**config.mk**
```make
export PLATFORM = sky130hd
export DESIGN_NAME = pulse_width_baud_detector_flat
export DESIGN_NICKNAME = d
export VERILOG_FILES = /design/src/pwbd_pkg.sv /design/src/pwbd_if.sv /design/src/pwbd_sdiv.sv /design/src/pwbd_report.sv /design/src/pulse_width_baud_detector.sv /design/src/flat_wrapper.sv
export VERILOG_INCLUDE_DIRS = /design/src /design/src/src
export SDC_FILE = /design/constraint.sdc
export NUM_CORES = 2
export LEC_CHECK = 0
export BUFFER_PORTS_ARGS = -buffer_cell sky130_fd_sc_hd__buf_2
export CAP_MARGIN = 20
export CELL_PAD_IN_SITES_DETAIL_PLACEMENT = 1
export CELL_PAD_IN_SITES_GLOBAL_PLACEMENT = 2
export CORE_MARGIN = 5
export CORE_UTILIZATION = 46
export DETAILED_ROUTE_END_ITERATION = 12
export PLACE_DENSITY = 0.95
export SYNTH_ARGS = -nofsm -noshare
export SYNTH_HDL_FRONTEND = slang
export SYNTH_SLANG_ARGS = --single-unit
export TNS_END_PERCENT = 30
```
**constraint.sdc**
```tcl
create_clock -name clk -period 13.72 [get_ports clk]
set_clock_uncertainty 0.2 [all_clocks]
set_input_delay 1.372 -clock clk [delete_from_list [all_inputs] [get_ports clk]]
set_output_delay 1.372 -clock clk [all_outputs]
set_load 0.01 [all_outputs]
```
**src/pulse_width_baud_detector_assert.svh**
```systemverilog
// ----------------------------------------------------------------------------
// pulse width baud detector assertion macros
// immediate-implication and next-cycle-implication checks with async reset
// ----------------------------------------------------------------------------
`ifndef PULSE_WIDTH_BAUD_DETECTOR_ASSERT_SVH
`define PULSE_WIDTH_BAUD_DETECTOR_ASSERT_SVH

// same-cycle implication
`define PWBD_ASSERT_NOW(name, clk, rst_n, cond, prop) \
    name: assert property (@(posedge clk) disable iff (!rst_n) (cond) |-> (prop)) \
        else $error("pwbd check failed");

// next-cycle implication
`define PWBD_ASSERT_NEXT(name, clk, rst_n, cond, prop) \
    name: assert property (@(posedge clk) disable iff (!rst_n) (cond) |=> (prop)) \
        else $error("pwbd check failed");

`endif

```
**src/pwbd_pkg.sv**
```systemverilog
// ----------------------------------------------------------------------------
// pwbd_pkg
// types, widths and constants shared by the pulse width baud detector
// ----------------------------------------------------------------------------
package pwbd_pkg;

    localparam int unsigned WINDOW_DEF = 10;

    localparam int unsigned TS_W   = 32;
    localparam int unsigned SUM_W  = 38;
    localparam int unsigned S16_W  = 42;
    localparam int unsigned CNT_W  = 7;
    localparam int unsigned CFG_W  = 16;
    localparam int unsigned AVG_W  = 36;
    localparam int unsigned BAUD_W = 26;
    localparam int unsigned ERR_W  = 20;
    localparam int unsigned DEN_W  = 22;
    localparam int unsigned DVD_W  = 56;
    localparam int unsigned DVS_W  = 38;
    localparam int unsigned Q_W    = 36;
    localparam int unsigned NB_W   = 6;
    localparam int unsigned MUL_W  = 14;
    localparam int unsigned MIDX_W = 4;

    localparam logic [NB_W-1:0] NB_AVG  = 6'd42;
    localparam logic [NB_W-1:0] NB_BAUD = 6'd26;
    localparam logic [NB_W-1:0] NB_ERR  = 6'd56;

    localparam int unsigned BAUD_NUM_BASE = 1000000;
    localparam int unsigned BAUD_MAX      = 64000000;
    localparam int unsigned ERR_MAX       = 1000000;
    localparam logic [MUL_W-1:0] ERR_SCALE = 14'd10000;

    localparam logic [CFG_W-1:0] UART_RST = 16'd139;
    localparam logic [CFG_W-1:0] I2C_RST  = 16'd160;
    localparam logic [CFG_W-1:0] SPI_RST  = 16'd32;
    localparam logic [CFG_W-1:0] TOL_RST  = 16'd80;

    localparam logic REQ_FALL = 1'b0;
    localparam logic REQ_RISE = 1'b1;

    typedef enum logic [1:0] {
        CFG_UART = 2'd0,
        CFG_I2C  = 2'd1,
        CFG_SPI  = 2'd2,
        CFG_TOL  = 2'd3
    } cfg_idx_t;

    typedef enum logic [1:0] {
        PROTO_UART = 2'd0,
        PROTO_I2C  = 2'd1,
        PROTO_SPI  = 2'd2,
        PROTO_NONE = 2'd3
    } proto_t;

    typedef enum logic [3:0] {
        ST_IDLE,
        ST_DIFF,
        ST_CMP,
        ST_AVG,
        ST_AVG_WAIT,
        ST_BAUD,
        ST_BAUD_WAIT,
        ST_MUL,
        ST_ERR,
        ST_ERR_WAIT,
        ST_DONE
    } eng_state_t;

    typedef struct packed {
        logic [CFG_W-1:0] expected_uart_q4;
        logic [CFG_W-1:0] expected_i2c_q4;
        logic [CFG_W-1:0] expected_spi_q4;
        logic [CFG_W-1:0] tolerance_q4;
    } cfg_t;

    typedef struct packed {
        logic            req_type;
        logic [TS_W-1:0] timestamp_us;
    } evt_t;

    typedef struct packed {
        logic [TS_W-1:0]   pulse_width_us;
        logic [CNT_W-1:0]  sample_number;
        logic              report_valid;
        logic [AVG_W-1:0]  average_bit_q4;
        logic [BAUD_W-1:0] baud_estimate;
        logic [ERR_W-1:0]  error_percent_x100;
        logic [1:0]        protocol_code;
    } rpt_t;

    typedef struct packed {
        logic [AVG_W-1:0]  avg;
        logic [BAUD_W-1:0] baud;
        logic [ERR_W-1:0]  err;
        proto_t            proto;
    } eng_rpt_t;

    typedef struct packed {
        logic busy;
        logic done;
    } eng_sts_t;

    typedef struct packed {
        logic             start;
        logic [DVD_W-1:0] dividend;
        logic [DVS_W-1:0] divisor;
        logic [NB_W-1:0]  nbits;
    } div_req_t;

    typedef struct packed {
        logic           done;
        logic [Q_W-1:0] quotient;
        logic           ovf;
    } div_rsp_t;

endpackage

```
**src/pwbd_if.sv**
```systemverilog
// ----------------------------------------------------------------------------
// pwbd_if
// valid/ready channels for edge events in and measurement words out
// ----------------------------------------------------------------------------
interface pwbd_evt_if
    import pwbd_pkg::*;
();
    logic valid;
    logic ready;
    evt_t data;

    modport source (output valid, output data, input ready);
    modport sink (input valid, input data, output ready);
endinterface

interface pwbd_rpt_if
    import pwbd_pkg::*;
();
    logic valid;
    logic ready;
    rpt_t data;

    modport source (output valid, output data, input ready);
    modport sink (input valid, input data, output ready);
endinterface

```
**src/pwbd_sdiv.sv**
```systemverilog
// ----------------------------------------------------------------------------
// pwbd_sdiv
// bit-serial restoring divider, one dividend bit per cycle, msb first
// ----------------------------------------------------------------------------
module pwbd_sdiv
    import pwbd_pkg::*;
(
    input  logic     clk,
    input  logic     rst_n,
    input  div_req_t req,
    output div_rsp_t rsp
);

    logic             busy_reg;
    logic             done_reg;
    logic [NB_W-1:0]  cnt_reg;
    logic [DVD_W-1:0] dvd_reg;
    logic [DVS_W-1:0] dvs_reg;
    logic [DVS_W-1:0] rem_reg;
    logic [Q_W-1:0]   q_reg;
    logic             ovf_reg;

    logic [DVS_W:0]   rem_full;
    logic             ge;
    logic [DVS_W-1:0] rem_next;

    assign rem_full = {rem_reg, dvd_reg[DVD_W-1]};
    assign ge       = rem_full >= {1'b0, dvs_reg};
    assign rem_next = ge ? DVS_W'(rem_full - {1'b0, dvs_reg}) : rem_full[DVS_W-1:0];

    always_ff @(posedge clk or negedge rst_n)
    begin
        if (!rst_n)
        begin
            busy_reg <= 1'b0;
            done_reg <= 1'b0;
            cnt_reg  <= '0;
        end
        else
        begin
            done_reg <= 1'b0;
            if (req.start)
            begin
                busy_reg <= 1'b1;
                cnt_reg  <= req.nbits;
            end
            else if (busy_reg)
            begin
                cnt_reg <= cnt_reg - 1'b1;
                if (cnt_reg == NB_W'(1))
                begin
                    busy_reg <= 1'b0;
                    done_reg <= 1'b1;
                end
            end
        end
    end

    always_ff @(posedge clk)
    begin
        if (req.start)
        begin
            dvd_reg <= req.dividend;
            dvs_reg <= req.divisor;
            rem_reg <= '0;
            q_reg   <= '0;
            ovf_reg <= 1'b0;
        end
        else if (busy_reg)
        begin
            dvd_reg <= {dvd_reg[DVD_W-2:0], 1'b0};
            rem_reg <= rem_next;
            q_reg   <= {q_reg[Q_W-2:0], ge};
            ovf_reg <= ovf_reg | q_reg[Q_W-1];
        end
    end

    assign rsp.done     = done_reg;
    assign rsp.quotient = q_reg;
    assign rsp.ovf      = ovf_reg;

endmodule

```
**src/pwbd_report.sv**
```systemverilog
// ----------------------------------------------------------------------------
// pwbd_report
// window report sequencer: class match, average, baud and error through one
// serial divider and a shift-add scaler
// ----------------------------------------------------------------------------
module pwbd_report
    import pwbd_pkg::*;
#(
    parameter int unsigned WINDOW = WINDOW_DEF
)
(
    input  logic             clk,
    input  logic             rst_n,
    input  logic             start,
    input  logic [SUM_W-1:0] sum,
    input  cfg_t             cfg,
    output eng_sts_t         sts,
    output eng_rpt_t         rpt
);

    localparam logic [DEN_W-1:0]  WinK    = DEN_W'(WINDOW);
    localparam logic [BAUD_W-1:0] BaudNum = BAUD_W'(BAUD_NUM_BASE * WINDOW);

    eng_state_t        state_reg, state_next;
    logic [SUM_W-1:0]  sum_reg, sum_next;
    proto_t            k_reg, k_next;
    logic              found_reg, found_next;
    proto_t            proto_reg, proto_next;
    logic [S16_W-1:0]  adiff_reg, adiff_next;
    logic [S16_W-1:0]  ediff_reg, ediff_next;
    logic [AVG_W-1:0]  avg_reg, avg_next;
    logic [BAUD_W-1:0] baud_reg, baud_next;
    logic [ERR_W-1:0]  err_reg, err_next;
    logic [DVD_W-1:0]  prod_reg, prod_next;
    logic [DVD_W-1:0]  mcand_reg, mcand_next;
    logic [MIDX_W-1:0] bit_reg, bit_next;

    logic [S16_W-1:0]  sum16;
    logic [CFG_W-1:0]  exp_sel;
    logic [S16_W-1:0]  target;
    logic [S16_W-1:0]  tolw;
    logic [DEN_W-1:0]  den;
    logic [ERR_W-1:0]  err_sat;
    div_req_t          div_req;
    div_rsp_t          div_rsp;

    pwbd_sdiv u_sdiv (
        .clk   (clk),
        .rst_n (rst_n),
        .req   (div_req),
        .rsp   (div_rsp)
    );

    assign sum16  = {sum_reg, 4'b0000};
    assign target = S16_W'(DEN_W'(exp_sel) * WinK);
    assign tolw   = S16_W'(DEN_W'(cfg.tolerance_q4) * WinK);
    assign den    = DEN_W'(cfg.expected_uart_q4) * WinK;
    assign err_sat = (div_rsp.ovf || div_rsp.quotient > Q_W'(ERR_MAX))
                   ? ERR_W'(ERR_MAX) : div_rsp.quotient[ERR_W-1:0];

    always_comb
    begin
        case (k_reg)
            PROTO_UART: exp_sel = cfg.expected_uart_q4;
            PROTO_I2C:  exp_sel = cfg.expected_i2c_q4;
            PROTO_SPI:  exp_sel = cfg.expected_spi_q4;
            default:    exp_sel = '0;
        endcase
    end

    always_comb
    begin
        state_next = state_reg;
        sum_next   = sum_reg;
        k_next     = k_reg;
        found_next = found_reg;
        proto_next = proto_reg;
        adiff_next = adiff_reg;
        ediff_next = ediff_reg;
        avg_next   = avg_reg;
        baud_next  = baud_reg;
        err_next   = err_reg;
        prod_next  = prod_reg;
        mcand_next = mcand_reg;
        bit_next   = bit_reg;
        div_req    = '0;
        case (state_reg)
            ST_IDLE:
            begin
                if (start)
                begin
                    sum_next   = sum;
                    k_next     = PROTO_UART;
                    found_next = 1'b0;
                    proto_next = PROTO_NONE;
                    state_next = ST_DIFF;
                end
            end
            ST_DIFF:
            begin
                adiff_next = (sum16 > target) ? sum16 - target : target - sum16;
                if (k_reg == PROTO_UART)
                begin
                    ediff_next = adiff_next;
                end
                state_next = ST_CMP;
            end
            ST_CMP:
            begin
                if (!found_reg && adiff_reg < tolw)
                begin
                    found_next = 1'b1;
                    proto_next = k_reg;
                end
                case (k_reg)
                    PROTO_UART: k_next = PROTO_I2C;
                    PROTO_I2C:  k_next = PROTO_SPI;
                    default:    k_next = PROTO_NONE;
                endcase
                state_next = (k_reg == PROTO_SPI) ? ST_AVG : ST_DIFF;
            end
            ST_AVG:
            begin
                div_req.start    = 1'b1;
                div_req.dividend = {sum16, {(DVD_W - S16_W){1'b0}}};
                div_req.divisor  = DVS_W'(WINDOW);
                div_req.nbits    = NB_AVG;
                state_next       = ST_AVG_WAIT;
            end
            ST_AVG_WAIT:
            begin
                if (div_rsp.done)
                begin
                    avg_next   = div_rsp.quotient;
                    state_next = ST_BAUD;
                end
            end
            ST_BAUD:
            begin
                if (sum_reg == '0)
                begin
                    baud_next  = BAUD_W'(BAUD_MAX);
                    prod_next  = '0;
                    mcand_next = DVD_W'(ediff_reg);
                    bit_next   = '0;
                    state_next = ST_MUL;
                end
                else
                begin
                    div_req.start    = 1'b1;
                    div_req.dividend = {BaudNum, {(DVD_W - BAUD_W){1'b0}}};
                    div_req.divisor  = sum_reg;
                    div_req.nbits    = NB_BAUD;
                    state_next       = ST_BAUD_WAIT;
                end
            end
            ST_BAUD_WAIT:
            begin
                if (div_rsp.done)
                begin
                    baud_next  = div_rsp.quotient[BAUD_W-1:0];
                    prod_next  = '0;
                    mcand_next = DVD_W'(ediff_reg);
                    bit_next   = '0;
                    state_next = ST_MUL;
                end
            end
            ST_MUL:
            begin
                if (cfg.expected_uart_q4 == '0)
                begin
                    err_next   = '0;
                    state_next = ST_DONE;
                end
                else
                begin
                    if (ERR_SCALE[bit_reg])
                    begin
                        prod_next = prod_reg + mcand_reg;
                    end
                    mcand_next = {mcand_reg[DVD_W-2:0], 1'b0};
                    bit_next   = bit_reg + 1'b1;
                    if (bit_reg == MIDX_W'(MUL_W - 1))
                    begin
                        state_next = ST_ERR;
                    end
                end
            end
            ST_ERR:
            begin
                div_req.start    = 1'b1;
                div_req.dividend = prod_reg;
                div_req.divisor  = DVS_W'(den);
                div_req.nbits    = NB_ERR;
                state_next       = ST_ERR_WAIT;
            end
            ST_ERR_WAIT:
            begin
                if (div_rsp.done)
                begin
                    err_next   = err_sat;
                    state_next = ST_DONE;
                end
            end
            ST_DONE:
            begin
                state_next = ST_IDLE;
            end
            default:
            begin
                state_next = ST_IDLE;
            end
        endcase
    end

    always_ff @(posedge clk or negedge rst_n)
    begin
        if (!rst_n)
        begin
            state_reg <= ST_IDLE;
        end
        else
        begin
            state_reg <= state_next;
        end
    end

    always_ff @(posedge clk)
    begin
        sum_reg   <= sum_next;
        k_reg     <= k_next;
        found_reg <= found_next;
        proto_reg <= proto_next;
        adiff_reg <= adiff_next;
        ediff_reg <= ediff_next;
        avg_reg   <= avg_next;
        baud_reg  <= baud_next;
        err_reg   <= err_next;
        prod_reg  <= prod_next;
        mcand_reg <= mcand_next;
        bit_reg   <= bit_next;
    end

    assign sts.busy  = state_reg != ST_IDLE;
    assign sts.done  = state_reg == ST_DONE;
    assign rpt.avg   = avg_reg;
    assign rpt.baud  = baud_reg;
    assign rpt.err   = err_reg;
    assign rpt.proto = proto_reg;

endmodule

```
**src/pulse_width_baud_detector.sv**
```systemverilog
// ----------------------------------------------------------------------------
// pulse_width_baud_detector
// low pulse width measurement on timestamped edges with windowed baud report
// ----------------------------------------------------------------------------
// A falling edge word arms the block; a rising edge word while armed yields
// one measurement word. A width that does not close the window is ready for
// the output register in the cycle after it is taken. A width that closes
// the window of WINDOW widths runs the report sequencer: three class
// compares, then one bit-serial divider shared by the average (42 bits), the
// baud estimate (26 bits) and the percent error (56 bits), plus a 14-step
// shift-add scaling before the error division. Edge words are accepted while
// a finished word waits at the output, but not while a measurement word is
// still being formed or is waiting for the output register.
// Configuration writes are taken at any edge with cfg_we high.
// ----------------------------------------------------------------------------
`include "pulse_width_baud_detector_assert.svh"

module pulse_width_baud_detector
    import pwbd_pkg::*;
#(
    parameter int unsigned WINDOW = WINDOW_DEF
)
(
    input  logic             clk,
    input  logic             rst_n,
    input  logic             cfg_we,
    input  cfg_idx_t         cfg_idx,
    input  logic [CFG_W-1:0] cfg_wdata,
    pwbd_evt_if.sink         evt,
    pwbd_rpt_if.source       rpt
);

    cfg_t             cfg_reg;
    logic [TS_W-1:0]  start_reg;
    logic             armed_reg;
    logic [SUM_W-1:0] sum_reg;
    logic [CNT_W-1:0] cnt_reg;
    logic             pend_reg;
    logic             pend_rep_reg;
    logic             pend_fin_reg;
    logic [TS_W-1:0]  pw_reg;
    logic [CNT_W-1:0] sn_reg;
    logic             out_valid_reg;
    rpt_t             out_data_reg;
    rpt_t             out_data_next;

    logic             evt_fire;
    logic             is_rise;
    logic             meas;
    logic [TS_W-1:0]  width;
    logic [SUM_W-1:0] sum_add;
    logic [CNT_W-1:0] cnt_inc;
    logic             win_full;
    logic             eng_start;
    logic             pend_ok;
    logic             load_out;
    eng_sts_t         eng_sts;
    eng_rpt_t         eng_rpt;

    pwbd_report #(
        .WINDOW (WINDOW)
    ) u_report (
        .clk   (clk),
        .rst_n (rst_n),
        .start (eng_start),
        .sum   (sum_add),
        .cfg   (cfg_reg),
        .sts   (eng_sts),
        .rpt   (eng_rpt)
    );

    assign evt.ready = !pend_reg;
    assign evt_fire  = evt.valid && evt.ready;
    assign is_rise   = evt.data.req_type == REQ_RISE;
    assign meas      = evt_fire && is_rise && armed_reg;
    assign width     = evt.data.timestamp_us - start_reg;
    assign sum_add   = sum_reg + SUM_W'(width);
    assign cnt_inc   = cnt_reg + 1'b1;
    assign win_full  = cnt_inc >= CNT_W'(WINDOW);
    assign eng_start = meas && win_full;
    assign pend_ok   = pend_reg && (!pend_rep_reg || pend_fin_reg);
    assign load_out  = pend_ok && (!out_valid_reg || rpt.ready);

    always_comb
    begin
        out_data_next.pulse_width_us     = pw_reg;
        out_data_next.sample_number      = sn_reg;
        out_data_next.report_valid       = pend_rep_reg;
        out_data_next.average_bit_q4     = pend_rep_reg ? eng_rpt.avg : '0;
        out_data_next.baud_estimate      = pend_rep_reg ? eng_rpt.baud : '0;
        out_data_next.error_percent_x100 = pend_rep_reg ? eng_rpt.err : '0;
        out_data_next.protocol_code      = pend_rep_reg ? eng_rpt.proto : PROTO_NONE;
    end

    // config registers
    always_ff @(posedge clk or negedge rst_n)
    begin
        if (!rst_n)
        begin
            cfg_reg.expected_uart_q4 <= UART_RST;
            cfg_reg.expected_i2c_q4  <= I2C_RST;
            cfg_reg.expected_spi_q4  <= SPI_RST;
            cfg_reg.tolerance_q4     <= TOL_RST;
        end
        else if (cfg_we)
        begin
            case (cfg_idx)
                CFG_UART: cfg_reg.expected_uart_q4 <= cfg_wdata;
                CFG_I2C:  cfg_reg.expected_i2c_q4  <= cfg_wdata;
                CFG_SPI:  cfg_reg.expected_spi_q4  <= cfg_wdata;
                CFG_TOL:  cfg_reg.tolerance_q4     <= cfg_wdata;
                default:  cfg_reg <= cfg_reg;
            endcase
        end
    end

    always_ff @(posedge clk or negedge rst_n)
    begin
        if (!rst_n)
        begin
            start_reg     <= '0;
            armed_reg     <= 1'b0;
            sum_reg       <= '0;
            cnt_reg       <= '0;
            pend_reg      <= 1'b0;
            pend_rep_reg  <= 1'b0;
            pend_fin_reg  <= 1'b0;
            out_valid_reg <= 1'b0;
        end
        else
        begin
            if (evt_fire && !is_rise)
            begin
                start_reg <= evt.data.timestamp_us;
                armed_reg <= 1'b1;
            end
            if (meas)
            begin
                armed_reg    <= 1'b0;
                pend_reg     <= 1'b1;
                pend_rep_reg <= win_full;
                sum_reg      <= win_full ? '0 : sum_add;
                cnt_reg      <= win_full ? '0 : cnt_inc;
            end
            if (eng_sts.done)
            begin
                pend_fin_reg <= 1'b1;
            end
            if (load_out)
            begin
                out_valid_reg <= 1'b1;
                pend_reg      <= 1'b0;
                pend_rep_reg  <= 1'b0;
                pend_fin_reg  <= 1'b0;
            end
            else if (rpt.ready)
            begin
                out_valid_reg <= 1'b0;
            end
        end
    end

    always_ff @(posedge clk)
    begin
        if (meas)
        begin
            pw_reg <= width;
            sn_reg <= cnt_inc;
        end
        if (load_out)
        begin
            out_data_reg <= out_data_next;
        end
    end

    assign rpt.valid = out_valid_reg;
    assign rpt.data  = out_data_reg;

    `PWBD_ASSERT_NOW(a_eng_start_idle, clk, rst_n, eng_start, !eng_sts.busy)
    `PWBD_ASSERT_NOW(a_rpt_full_window, clk, rst_n, rpt.valid && rpt.data.report_valid, rpt.data.sample_number == CNT_W'(WINDOW))
    `PWBD_ASSERT_NOW(a_cnt_below_window, clk, rst_n, 1'b1, cnt_reg < CNT_W'(WINDOW))
    `PWBD_ASSERT_NEXT(a_fin_after_eng, clk, rst_n, eng_sts.done, pend_fin_reg && pend_rep_reg)

endmodule
```
**src/flat_wrapper.sv**
```systemverilog
// flat-port wrapper written by rule: the top's interface ports become plain ports
module pulse_width_baud_detector_flat import pwbd_pkg::*;
#(
    parameter int unsigned WINDOW = WINDOW_DEF
)
  (clk, rst_n, cfg_we, cfg_idx, cfg_wdata, evt_valid, evt_data, evt_ready, rpt_valid, rpt_data, rpt_ready);
  pwbd_evt_if evt_i ();
  pwbd_rpt_if rpt_i ();
  input  logic clk;
  input  logic rst_n;
  input  logic cfg_we;
  input  cfg_idx_t cfg_idx;
  input  logic [CFG_W-1:0] cfg_wdata;
  input wire logic [$bits(evt_i.valid)-1:0] evt_valid;
  input wire logic [$bits(evt_i.data)-1:0] evt_data;
  output wire logic [$bits(evt_i.ready)-1:0] evt_ready;
  output wire logic [$bits(rpt_i.valid)-1:0] rpt_valid;
  output wire logic [$bits(rpt_i.data)-1:0] rpt_data;
  input wire logic [$bits(rpt_i.ready)-1:0] rpt_ready;
  assign evt_i.valid = evt_valid;
  assign evt_i.data = evt_data;
  assign evt_ready = evt_i.ready;
  assign rpt_valid = rpt_i.valid;
  assign rpt_data = rpt_i.data;
  assign rpt_i.ready = rpt_ready;
  pulse_width_baud_detector #(.WINDOW(WINDOW)) u_core (.clk(clk), .rst_n(rst_n), .cfg_we(cfg_we), .cfg_idx(cfg_idx), .cfg_wdata(cfg_wdata), .evt(evt_i), .rpt(rpt_i));
endmodule
```
==> results.tsv <==
stage	metric	value	unit
global_routing	antenna_found_initial	1	
global_routing	globalRouteOverflowTotal	0	
yosys	synth_fp_nets	4325	
clock_tree	cts_tree	yes	
routing	routed_wl	129	mm
cells_and_area	seqCellArea	22800	sq um
timing	rsz0062_at_grt	false	
cells_and_area	final_cell_mix	577 x edfxtp_1, 348 x nand2_1, 291 x ha_1	
global_routing	grt_pass1_wl	198	mm
clock_tree	clk_pin_slew	0.06	ns
routing	drtIter0Drc	2316	
setup_path	reg2reg_from	u_core.u_report.k_reg[0]	
cells_and_area	multi_input_area	19400	sq um
setup_path	r2r-end	u_core.u_report.ediff_reg[31]	
timing	drv_slew	0	
global_routing	grt_max_degree	97	
pwr	ir_drop	0.144	mV
yosys	syn_area_per_cell	11.0	sq um
timing	finalCritPeriodShare	60.3	%
setup_path	crit_start	u_core.u_report.k_reg[0]	
timing	worst_hold_slack	0.217	ns
timing	tightestPinTransition	1.12	ns
outcome	status	completed	
setup_path	endpoint	u_core.u_report.ediff_reg[31]	
setup_path	crit_type	flop to flop	
floorplanning	num_rows	112	
routing	ant_nets	0	
pwr	p_per_area	187	nW/um^2
cells_and_area	nets	4476	
floorplanning	initial_core_util	46.5	%
clock_tree	ctsResizeCount	0	
routing	route.met2.wl	65.2	mm
floorplanning	die_w	318	microns
placed_design	portBuffers	181	
run	maxCapViolCount	0	
timing	final.setup.tns	0	ns
yosys	synth-edff-count	577	
placed_design	place_hpwl	91.5	mm
clock_tree	post-cts-setup-buffers	0	
timing	finalHoldViolCount	0	
cells_and_area	fillCellCount	10181	
cells_and_area	layout-drive-gt1-share	12.1	%
routing	drc_errors	0	
setup_path	critPathMaxFanout	38	
floorplanning	die_h	318	microns
clock_tree	clock-sinks	811	
timing	setup_viol	0	
cells_and_area	final_cell_area	49000	sq um
floorplanning	dieArea	101000	sq um
setup_path	cp_slowest_stage_delay	0.56	ns
routing	firstDrtPassIters	6	
routing	top_layer	met5	
clock_tree	ctsHoldBuffers	0	
cells_and_area	diodes	0	
clock_tree	clk_latency	0.71	ns
setup_path	cp_slowest_cell	or4_1	
yosys	async_flop_share	19.5	%
cells_and_area	final_common_cell	edfxtp_1	
global_routing	first_global_vias	33676	
cells_and_area	largest_reg_flops	124	
global_routing	grt_util_all_layers	24.6	%
floorplanning	io_pins	182	
placed_design	gp_congestion	0.907	
routing	wl_met1	52.1	mm
placed_design	dp_slack	5.27	ns
timing	slew_headroom	25.6	%
yosys	synth_flop_cell	edfxtp_1	
worst_hold_path	hold_path.class	flop to flop	
yosys	synthCells	3970	
clock_tree	htree_levels	3	
yosys	synth-seq-area-share	52.4	%
yosys	yosysUniqueCellTypes	94	
routing	wl_per_cell	23.7	microns
yosys	synth_seq_cells	811	
timing	fmax	0.121	GHz
placed_design	placed_area	45800	sq um
routing	routed_via_density	5.91	
timing	fin_ws	5.45	ns
timing	fin_crit	8.27	ns
clock_tree	cts_buffers	91	
cells_and_area	syn_to_final_growth	12.4	%
setup_path	cpMostUsedCell	a21oi_1	
setup_path	crit_required	13.93	ns
clock_tree	cts_root_buf	clkbuf_16	
clock_tree	clockBufferDepth	3	
setup_path	cp-end-kind	flop	
setup_path	worstRegToRegCells	29	
yosys	syn_area	43500	sq um
routing	met3_length	7.04	mm
cells_and_area	final_core_util	52.3	%
setup_path	rrSetupSlack	5.45	ns
pwr	p_leak	20.2	nW
worst_hold_path	min_from	u_core.pw_reg[3]	
floorplanning	core_area	93600	sq um
setup_path	critPathArrivalTime	8.48	ns
yosys	synth_warnings	0	
setup_path	start_kind	flop	
routing	vias	32228	
## cell type report
type | instances | area share [%]
clock buffers | 112 | 4.96
multi-input cells | 2778 | 39.6
flip-flops and latches | 811 | 46.6
repair buffers | 217 | 2.53
clock inverters | 59 | 1.41
well taps | 1254 | 3.20
inverters | 222 | 1.70
## worst max-delay path: cells and delay by family, from the launching register on
| kind | cells | cell delay [ns] |
|---|---|---|
| flops | 1 | 0.33 |
| xor+xnor | 2 | 0.35 |
| fa+ha+maj | 2 | 0.76 |
| simple gates | 6 | 2.06 |
| buf+inv | 2 | 0.51 |
| compound gates | 17 | 3.75 |
## worst min-delay path by stage
stage          cells after the start  slack (ns)                   end
2_1_floorplan                      0        0.20  u_core.rpt.data[100]
3_3_place_gp                       0        0.20  u_core.rpt.data[108]
3_5_place_dp                       0        0.21  u_core.rpt.data[120]
4_1_cts                            0        0.22  u_core.rpt.data[112]
5_1_grt                            0        0.22  u_core.rpt.data[112]
6_report                           0        0.22   u_core.rpt.data[95]
## report_power, final
group          total, W  switching [W]  internal (W)
clock network   0.00254        0.00108       0.00146
logic           0.00336        0.00206       0.00130
registers       0.00327       0.000153       0.00311
## per-stage QoR
stage / std cells / total power (W)
2_1_floorplan: 3970 / 0.00566
3_3_place_gp: 5278 / 0.00650
3_5_place_dp: 5278 / 0.00663
4_1_cts: 5449 / 0.00921
5_1_grt: 5453 / 0.00968
6_report: 5453 / 0.00917
## synth_stat cells (37+ instances only)
cell      instances  share of area (%)
a21o_1          114                2.0
a21oi_1         253                2.9
and2_1          152                2.2
and3_1           50               0.72
clkbuf_1        144                1.2
dfrtp_1         149                8.6
dfxtp_1          76                3.5
edfxtp_1        577                 40
ha_1            291                8.4
inv_1           220                1.9
mux2_2           70                1.8
mux2i_1          74                1.7
nand2_1         348                3.0
nand2b_1         37               0.53
nand3_1          72               0.83
nor2_1          251                2.2
nor2b_1          47               0.68
nor3_1           58               0.67
o21ai_0         220                2.5
xnor2_1         115                2.3
xor2_1          106                2.1
## kinds of logic after synthesis
logic type | Yosys count | synth area share, %
AOI/OAI and AO/OA | 959 | 14.5
xor gates and xnor gates | 221 | 4.45
adders and majority gates | 299 | 8.73
buffers and inverters | 381 | 3.35
DFF | 811 | 52.4
muxes | 144 | 3.51
and+or+nand+nor | 1155 | 13.0
## metal layers
| layer | global-route usage, % | up-vias |
|---|---|---|
| met5 | 0 | - |
| met4 | 8.38 | 2 |
| met3 | 3.44 | 248 |
| met2 | 43.7 | 911 |
| met1 | 30.9 | 16209 |
| li1 | - | 14858 |
Note: power is estimated with default switching activity, not from simulation.
